**src/sv/scfm_pkg.sv**
```systemverilog
// Package with shared types and constants of the sensor current fault monitor.
package scfm_pkg;

	localparam int unsigned CfgIdxW = 3;
	localparam int unsigned CfgDataW = 16;
	localparam int unsigned InDataW = 56;
	localparam int unsigned OutDataW = 8;

	localparam logic [7:0] VarLimit = 8'd20;
	localparam logic [15:0] RunLimit = 16'd60;
	localparam logic [15:0] RunMax = 16'hFFFF;

	typedef enum logic [CfgIdxW-1:0] {
		CFG_CUR_LO   = 3'd0,
		CFG_CUR_HI   = 3'd1,
		CFG_WARM_END = 3'd2,
		CFG_HOLD     = 3'd3,
		CFG_GLU_LO   = 3'd4,
		CFG_GLU_HI   = 3'd5,
		CFG_EXPIRY   = 3'd6,
		CFG_MERGED   = 3'd7
	} cfg_idx_t;

	typedef enum logic [3:0] {
		ST_NONE     = 4'd0,
		ST_WARMUP   = 4'd1,
		ST_HIGH     = 4'd2,
		ST_LOW      = 4'd3,
		ST_VAR      = 4'd4,
		ST_F_HIGH   = 4'd5,
		ST_F_LOW    = 4'd6,
		ST_F_VAR    = 4'd7,
		ST_ABNORMAL = 4'd8,
		ST_FAULT    = 4'd9,
		ST_EXPIRED  = 4'd10
	} status_t;

	typedef struct packed {
		logic [15:0] cur_lo;
		logic [15:0] cur_hi;
		logic [15:0] warm_end;
		logic [7:0]  hold;
		logic [11:0] glu_lo;
		logic [11:0] glu_hi;
		logic [15:0] expiry;
		logic        merged;
	} cfg_t;

	typedef struct packed {
		logic [15:0] reading_index;
		logic [11:0] glucose_level;
		logic [15:0] sensor_current;
		logic [7:0]  variation;
	} reading_t;

endpackage

```
**src/sv/scfm_cfg_regs.sv**
```systemverilog
// Configuration register file of the sensor current fault monitor.
module scfm_cfg_regs import scfm_pkg::*; (
	input  logic                clk,
	input  logic                arst_n,
	input  logic                cfg_we,
	input  logic [CfgIdxW-1:0]  cfg_index,
	input  logic [CfgDataW-1:0] cfg_wdata,
	output cfg_t                cfg
);

	cfg_t cfg_q;

	always_ff @(posedge clk or negedge arst_n) begin
		if (!arst_n) begin
			cfg_q.cur_lo   <= 16'd0;
			cfg_q.cur_hi   <= 16'hFFFF;
			cfg_q.warm_end <= 16'd40;
			cfg_q.hold     <= 8'd10;
			cfg_q.glu_lo   <= 12'd390;
			cfg_q.glu_hi   <= 12'd1000;
			cfg_q.expiry   <= 16'd6719;
			cfg_q.merged   <= 1'b0;
		end else if (cfg_we) begin
			case (cfg_idx_t'(cfg_index))
				CFG_CUR_LO:   cfg_q.cur_lo   <= cfg_wdata;
				CFG_CUR_HI:   cfg_q.cur_hi   <= cfg_wdata;
				CFG_WARM_END: cfg_q.warm_end <= cfg_wdata;
				CFG_HOLD:     cfg_q.hold     <= cfg_wdata[7:0];
				CFG_GLU_LO:   cfg_q.glu_lo   <= cfg_wdata[11:0];
				CFG_GLU_HI:   cfg_q.glu_hi   <= cfg_wdata[11:0];
				CFG_EXPIRY:   cfg_q.expiry   <= cfg_wdata;
				CFG_MERGED:   cfg_q.merged   <= cfg_wdata[0];
				default: ;
			endcase
		end
	end

	assign cfg = cfg_q;

endmodule

```
**src/sv/scfm_update.sv**
```systemverilog
// Status, hold and error-run registers with the per-reading update logic.
module scfm_update import scfm_pkg::*; (
	input  logic     clk,
	input  logic     arst_n,
	input  logic     en,
	input  reading_t rd,
	input  cfg_t     cfg,
	output status_t  status
);

	status_t     status_q, status_d;
	logic [7:0]  hold_q, hold_d;
	logic [15:0] run_q, run_d;
	logic        too_low, too_high, bad_var, glu_out, latched;
	logic [15:0] run_inc;

	assign too_low  = rd.sensor_current <= cfg.cur_lo;
	assign too_high = rd.sensor_current >= cfg.cur_hi;
	assign bad_var  = rd.variation >= VarLimit;
	assign glu_out  = (rd.glucose_level < cfg.glu_lo) || (rd.glucose_level > cfg.glu_hi);
	assign latched  = (status_q == ST_F_HIGH) || (status_q == ST_F_LOW) ||
	                  (status_q == ST_F_VAR) || (status_q == ST_FAULT);
	assign run_inc  = (run_q == RunMax) ? run_q : run_q + 16'd1;

	always_comb begin
		status_d = status_q;
		hold_d   = hold_q;
		run_d    = run_q;
		if (rd.reading_index <= 16'd1) begin
			status_d = ST_WARMUP;
			hold_d   = 8'd0;
			run_d    = 16'd0;
		end else if (!latched) begin
			if (rd.reading_index < cfg.warm_end) begin
				if (!too_low && !too_high) begin
					if (hold_q != 8'd0) begin
						hold_d = hold_q - 8'd1;
					end else begin
						status_d = ST_WARMUP;
					end
					run_d = 16'd0;
				end else begin
					// In detailed mode a current outside both limits reports low.
					if (cfg.merged) begin
						status_d = ST_ABNORMAL;
					end else if (too_low) begin
						status_d = ST_LOW;
					end else begin
						status_d = ST_HIGH;
					end
					hold_d = cfg.hold;
					run_d  = run_inc;
				end
			end else if ((bad_var || too_low || too_high) && glu_out) begin
				run_d = run_inc;
				if (run_inc >= RunLimit) begin
					if (cfg.merged) begin
						status_d = ST_FAULT;
					end else if (too_high) begin
						status_d = ST_F_HIGH;
					end else if (too_low) begin
						status_d = ST_F_LOW;
					end else begin
						status_d = ST_F_VAR;
					end
				end else begin
					if (cfg.merged) begin
						status_d = ST_ABNORMAL;
					end else if (too_high) begin
						status_d = ST_HIGH;
					end else if (too_low) begin
						status_d = ST_LOW;
					end else begin
						status_d = ST_VAR;
					end
				end
			end else begin
				run_d    = 16'd0;
				status_d = ST_NONE;
			end
		end
		if (rd.reading_index == cfg.expiry) begin
			status_d = ST_EXPIRED;
		end
	end

	always_ff @(posedge clk or negedge arst_n) begin
		if (!arst_n) begin
			status_q <= ST_NONE;
			hold_q   <= 8'd0;
			run_q    <= 16'd0;
		end else if (en) begin
			status_q <= status_d;
			hold_q   <= hold_d;
			run_q    <= run_d;
		end
	end

	assign status = status_q;

endmodule

```
**src/sv/sensor_current_fault_monitor_unit.sv**
```systemverilog
// Top level of the sensor current fault monitor.
// A reading passes through the input register and then the status register before its status is on m_tdata.
// Throughput: one reading per cycle while m_tready holds the output side open, set by the state update loop.
// The input register and the status register let a new reading enter while a
// finished status still waits on the output side.
// Reset clears the state, the valid flags and restores the register defaults.
module sensor_current_fault_monitor_unit import scfm_pkg::*; (
	input  logic                clk,
	input  logic                arst_n,
	input  logic                s_tvalid,
	output logic                s_tready,
	// Fields from bit 0: reading_index[15:0], glucose_level[27:16],
	// sensor_current[43:28], variation[51:44], zero pad [55:52].
	input  logic [InDataW-1:0]  s_tdata,
	output logic                m_tvalid,
	input  logic                m_tready,
	// Fields from bit 0: reading_status[3:0], zero pad [7:4].
	output logic [OutDataW-1:0] m_tdata,
	input  logic                cfg_we,
	input  logic [CfgIdxW-1:0]  cfg_index,
	input  logic [CfgDataW-1:0] cfg_wdata
);

	cfg_t     cfg;
	reading_t rd_s1;
	logic     valid_s1;
	logic     valid_s2;
	logic     advance;
	status_t  status;

	// The status register can take a new reading once its current one is gone.
	assign advance  = !valid_s2 || m_tready;
	assign s_tready = !valid_s1 || advance;

	always_ff @(posedge clk or negedge arst_n) begin
		if (!arst_n) begin
			valid_s1 <= 1'b0;
			valid_s2 <= 1'b0;
		end else begin
			if (s_tready) begin
				valid_s1 <= s_tvalid;
			end
			if (advance) begin
				valid_s2 <= valid_s1;
			end
		end
	end

	always_ff @(posedge clk) begin
		if (s_tready && s_tvalid) begin
			rd_s1.reading_index  <= s_tdata[15:0];
			rd_s1.glucose_level  <= s_tdata[27:16];
			rd_s1.sensor_current <= s_tdata[43:28];
			rd_s1.variation      <= s_tdata[51:44];
		end
	end

	scfm_cfg_regs u_cfg (
		.clk       (clk),
		.arst_n    (arst_n),
		.cfg_we    (cfg_we),
		.cfg_index (cfg_index),
		.cfg_wdata (cfg_wdata),
		.cfg       (cfg)
	);

	scfm_update u_update (
		.clk    (clk),
		.arst_n (arst_n),
		.en     (advance && valid_s1),
		.rd     (rd_s1),
		.cfg    (cfg),
		.status (status)
	);

	assign m_tvalid = valid_s2;
	assign m_tdata  = {4'd0, status};

endmodule

```
**config.mk**
```make
export PLATFORM = sky130hd
export DESIGN_NAME = sensor_current_fault_monitor_unit
export DESIGN_NICKNAME = d
export VERILOG_FILES = /design/src/sv/scfm_pkg.sv /design/src/sv/scfm_cfg_regs.sv /design/src/sv/scfm_update.sv /design/src/sv/sensor_current_fault_monitor_unit.sv
export SDC_FILE = /design/constraint.sdc
export NUM_CORES = 1
export LEC_CHECK = 0
export BUFFER_PORTS_ARGS = -buffer_cell sky130_fd_sc_hd__clkbuf_2
export CORE_MARGIN = 2
export CORE_UTILIZATION = 45
export CTS_CLUSTER_SIZE = 28
export DETAILED_ROUTE_END_ITERATION = 10
export PLACE_DENSITY = 0.62
export REMOVE_ABC_BUFFERS = 1
export SLEW_MARGIN = 20
export SYNTH_ARGS = -nofsm -noshare
export SYNTH_HDL_FRONTEND = slang
export SYNTH_SLANG_ARGS = --single-unit
```
**constraint.sdc**
```tcl
create_clock -name clk -period 4 [get_ports clk]
set_input_delay 1 -clock clk [delete_from_list [all_inputs] [get_ports clk]]
set_output_delay 1 -clock clk [all_outputs]
set_load 0.05 [all_outputs]
```
# == Word level (Yosys, flattened, before mapping) ==
# Cells that the tools add are included.
# totals
regBits,179
in_bits,80
output_inout_bits,10
word_cells,101
# op_classes
n_addsub,2
order_cmp,8
n_eq_ne,17
muxes,27
n_reduce_logical,30
# op_table
cell,n
$mux W16,6
$mux W4,13
$mux W8,5
$reduce_and A2 Y1,9
$add A16 B1 Y16 const B,1
$eq A16 B16 Y1,1
$eq A16 B16 Y1 const B,1
$ge A16 B16 Y1,1
$ge A16 B6 Y1 const B,1
$le A16 B1 Y1 const B,1
$le A16 B16 Y1,1
$lt A16 B16 Y1,1
$eq A3 B3 Y1 const B,4
$eq A4 B3 Y1 const B,3
$gt A12 B12 Y1,1
$lt A12 B12 Y1,1
$ge A8 B5 Y1 const B,1
$logic_or A1 B1 Y1,8
$reduce_bool A8 Y1,1
$sub A8 B1 Y8 const B,1
$eq A3 B2 Y1 const B,2
$ne A5 B4 Y1 const B,1
$eq A4 B4 Y1 const B,1
$logic_and A1 B1 Y1,4
11 further kinds,15

# == Logic depth before layout (Yosys ltp) ==
# depth
word_depth,10
ltp_mapped,12
depth_no_buf,10

# == By module ==
# A second synthesis with hierarchy kept.
# unflattened
cells_unflattened,795
area_unflattened_um2,9534.1
# by_module_without_submodules
module,n_inst,cells_per_inst,area_per_inst_um2,seq_area_each_um2
scfm_update,1,516,4031.4,700.7
scfm_cfg_regs,1,214,3803.6,2476.1
sensor_current_fault_monitor_unit,1,65,1699.1,1611.5

# == Worst setup path before layout ==
# OpenSTA, ideal clock, no wires.
# synth_timing
path_type,input to register
start,input m_tready
end,"register rd_s1[10] (netlist bit), enable pin"
setup_time_ps,413
arrival_ps,2733
t_required_ps,3587
setup_slack_ps,854
stages,2
path_buffers,0
path_cell_list,nand3b_1 and2_1
# synth_between
elab_chain_len,3
# synth_lines
element,line,rtl
"start, declared",sensor_current_fault_monitor_unit.sv:16,"input logic m_tready,"
$logic_or A1 B1 Y1,sensor_current_fault_monitor_unit.sv:32,assign advance = !valid_s2 || m_tready;
$logic_or A1 B1 Y1,sensor_current_fault_monitor_unit.sv:33,assign s_tready = !valid_s1 || advance;
$logic_and A1 B1 Y1,sensor_current_fault_monitor_unit.sv:50,if (s_tready && s_tvalid) begin
"end, declared",sensor_current_fault_monitor_unit.sv:25,reading_t rd_s1;
# Every way passes these cells.
# A chain may end at the register's enable or synchronous reset.

# == Worst setup path after layout ==
# layout_timing
start,"register u_cfg.cfg_q, in the netlist u_cfg.cfg[70]"
end,register u_update.run_q[0]
# layout_between
elab_chain_len,7
elab_cells_between_ends,10
cone_classes,order compare: 1; mux: 5; reduce/logical: 4
# layout_lines
element,line,rtl
"start, declared",scfm_cfg_regs.sv:11,cfg_t cfg_q;
$ge A16 B16 Y1 *,scfm_update.sv:18,assign too_high = rd.sensor_current >= cfg.cur_hi;
$logic_or A1 B1 Y1 / $logic_not A1 Y1 (equally long branches),"scfm_update.sv:54, scfm_update.sv:35",
"$logic_and A1 B1 Y1, on equally long branches","scfm_update.sv:54, scfm_update.sv:35",
"$mux W16, on equally long branches","scfm_update.sv:54, scfm_update.sv:35",
$mux W16 *,scfm_update.sv:34,if (rd.reading_index < cfg.warm_end) begin
$mux W16 *,scfm_update.sv:33,end else if (!latched) begin
$mux W16 *,scfm_update.sv:29,if (rd.reading_index <= 16'd1) begin
"end signal, assigned",scfm_update.sv:95,run_q <= run_d;
"end, declared",scfm_update.sv:13,"logic [15:0] run_q, run_d;"
# Every way passes the cells marked *; elsewhere a longest branch is shown, timed or not. The select of a mux whose other input is x is not followed.

==> metrics.cfg <==
[die]
io_pins = 90
std_cell_rows = 52
initial_utilization_pct = 46.1
die-height_um = 148
coreArea_um2 = 20400
fp.dieW_um = 148
die_area_um2 = 22000

[clocking]
cts_max_level = 4
clock_latency_ns = 0.43
cts_setup_buffers = 0
cts_root_buf = clkbuf_16
clock_sinks = 177
clk_pin_slew_worst_paths_ns = 0.07
cts_tree = done
cts-resized-gates = 0
cts_buffer_depth = 2
cts_hold_buf = 0
tritoncts.num_buffers = 17

[sta]
max_slew_margin_pct = 48.9
rsz0062_at_grt = no
finalHoldViolations = 0
worstMarginPinSlew_ns = 0.761
fmax_ghz = 0.309
finalSetupViolCount = 0
fin_crit_sh_pct = 81.0
slew_viol_final = 0
finalCriticalPeriod_ns = 3.24
fin_skew_ns = 0.0122
setup_tns_ns = 0

[grt]
grt_pass1_vias = 6528
grt_pass1_wl_um = 33800
grt_remaining_overflow = 0
grt_antenna_before_repair = 0
grt_start_max_net_pins = 128
grt_usage_pct = 19.6

[critical_path]
critPathMaxFanout = 18
start_kind = register
cp.required_ns = 4.31
cp_cell_sequence = inv_1 > ha_1 > a2111oi_0 > nor3_1 > a211oi_1 > nor2_1 > or3_1 > o211ai_4 > o21ai_1 > a22o_1
cpLargestDelayFamily = compound AO/OA/AOI/OAI gates
slowest_delay_ns = 0.53
crit_path_top_delay_cell = o211ai_4
end_kind = register
path_class = reg2reg
arrival_ns = 3.55
critPathBufInv = 1

[power_and_ir_drop]
cellPowerDensity_nw_per_um2 = 525
ir_drop_mv = 0.307
leakage_nw = 4.60
fin_total_pwr_w = 0.00558

[detailed_routing]
vias_per_cell = 5.34
ant_nets = 0
num_vias = 6579
wl_per_cell_um = 16.5
drt_iter0_markers = 309
wl_um = 20300
drc = 0
drtPass1Iterations = 4

[final_layout]
fin_util_pct = 52.2
nNetsFinal = 1102
final_cell_mix = dfrtp_1 (88), o21ai_0 (85), inv_1 (82), nand2_1 (81), clkbuf_2 (78)
final_common_cell = dfrtp_1
design_area_um2 = 10600
drive_above_1_share_pct = 23.6
area_delta_synth_final_pct = 13.4
n_fill_cell = 1868
diodes = 0

[placement]
gp_congestion = 0.866
place_area_um2 = 10100
hpwlAfterDp_um = 14500
io_buffers = 79

[run]
cap_violations = 0

[yosys]
netlist_area_um2 = 9380
synth_ff_type = dfrtp_1
synth_edf_count = 50
post_synth_inst_count = 871
yosysWarnings = 0
async_flop_share_pct = 71.8
synth_cell_types = 74
postSynthAreaPerCell_um2 = 10.8
synth-seq-cells = 177
synth-seq-area-share_pct = 50.4

[hold_path]
hold_class = reg2reg

[status]
status = completed

[per-layer routing]
metal / up-vias / share of wire, % / GRT usage [%]
met5: - / 0 / 0
met4: 0 / 1.2 / 5.71
met3: 15 / 2.8 / 3.80
met2: 100 / 47 / 31.3
met1: 3178 / 49 / 27.3
li1: 3286 / - / -
[flip-flops by register name, summed over array words and instances, names as in the netlist]
register         flops
valid_s1             1
u_cfg.cfg           97
u_update.status      4
m_tvalid             1
u_update.run_q      16
u_update.hold_q      8
rd_s1               50
[power by group]
part           internal [W]  total [W]  switching, W
sequential          0.00226    0.00249      0.000231
clock              0.000884    0.00160      0.000715
combinational      0.000625    0.00150      0.000872
total               0.00377    0.00558       0.00182
[layout make-up]
class,count,area (um^2),area share [%]
clock buffer,19,443,4.17
multi-input combinational,580,4190,39.4
tap,270,338,3.18
timing repair buffer,91,500,4.71
inverter,82,308,2.89
clock inverter,13,124,1.16
sequential,177,4730,44.5
[worst register-to-register path: stages (launching register included)]
cell,delay (ns)
dfstp_2,0.52
inv_1,0.04
ha_1,0.31
a2111oi_0,0.42
nor3_1,0.08
a211oi_1,0.23
nor2_1,0.17
or3_1,0.40
o211ai_4,0.53
o21ai_1,0.18
a22o_1,0.26
[per-stage QoR]
stage / hold slack (ns) / setup slack, ns / std cells
2_1_floorplan: 0.457 / 0.738 / 839
3_3_place_gp: 0.469 / 0.725 / 1200
3_5_place_dp: 0.489 / 0.717 / 1200
4_1_cts: 0.500 / 0.712 / 1232
5_1_grt: 0.527 / 0.487 / 1232
6_report: 0.495 / 0.759 / 1232
[synthesized netlist by cell type, types with 3 or more instances]
cell type	number	share of area (%)
dfrtp_1	88	23
o21ai_0	85	4.5
inv_1	82	3.3
nand2_1	81	3.2
ha_1	73	9.7
edfxtp_1	50	16
a21oi_1	48	2.6
mux2_2	41	4.9
dfstp_2	39	11
nor2_1	33	1.3
xor2_1	18	1.7
clkbuf_1	17	0.68
nand4_1	17	1.1
nor3_1	16	0.85
a21o_1	14	1.1
nor4_1	11	0.73
nand3_1	9	0.48
buf_4	8	0.64
and4_1	7	0.65
nand2b_1	7	0.47
o22ai_1	7	0.47
a2111oi_0	6	0.56
buf_2	6	0.32
nor2b_1	6	0.40
a211oi_1	5	0.40
a31oi_1	5	0.33
and2_1	5	0.33
nor3b_1	5	0.40
o31ai_1	5	0.40
a22o_1	4	0.37
mux2i_1	4	0.43
o21a_1	4	0.32
a211o_1	3	0.28
o211ai_1	3	0.24
or3_1	3	0.20
or4_1	3	0.24
[kinds of logic after synthesis]
logic type / after synthesis / share of synthesized area, %
simple gates: 226 / 13.0
compound gates: 212 / 14.2
flops: 177 / 50.4
buf+inv: 117 / 5.24
fa+ha+maj: 73 / 9.74
mux: 46 / 5.51
xor+xnor: 19 / 1.77
other cells: 1 / 0.0400
[path summary, 6_finish.rpt]
| check | endpoint | from | cells after the start | slack [ns] |
|---|---|---|---|---|
| hold / removal | m_tvalid$_DFFE_PN0P_ | valid_s1$_DFFE_PN0N_ | 1 | 0.50 |
| setup reg to reg | u_update.run_q[0]$_DFFE_PN0P_ | u_cfg.cfg[70]$_DFFE_PN1P_ | 10 | 0.76 |
| max in group asynchronous | u_update.hold_q[5]$_DFFE_PN0P_ | arst_n | 2 | 2.78 |
| hold reg to reg | m_tvalid$_DFFE_PN0P_ | valid_s1$_DFFE_PN0N_ | 1 | 0.50 |
| setup / recovery | u_update.run_q[0]$_DFFE_PN0P_ | u_cfg.cfg[70]$_DFFE_PN1P_ | 10 | 0.76 |
| min in group asynchronous | u_cfg.cfg[91]$_DFFE_PN0P_ | arst_n | 2 | 0.66 |
Note: power is estimated with default switching activity, not from simulation.
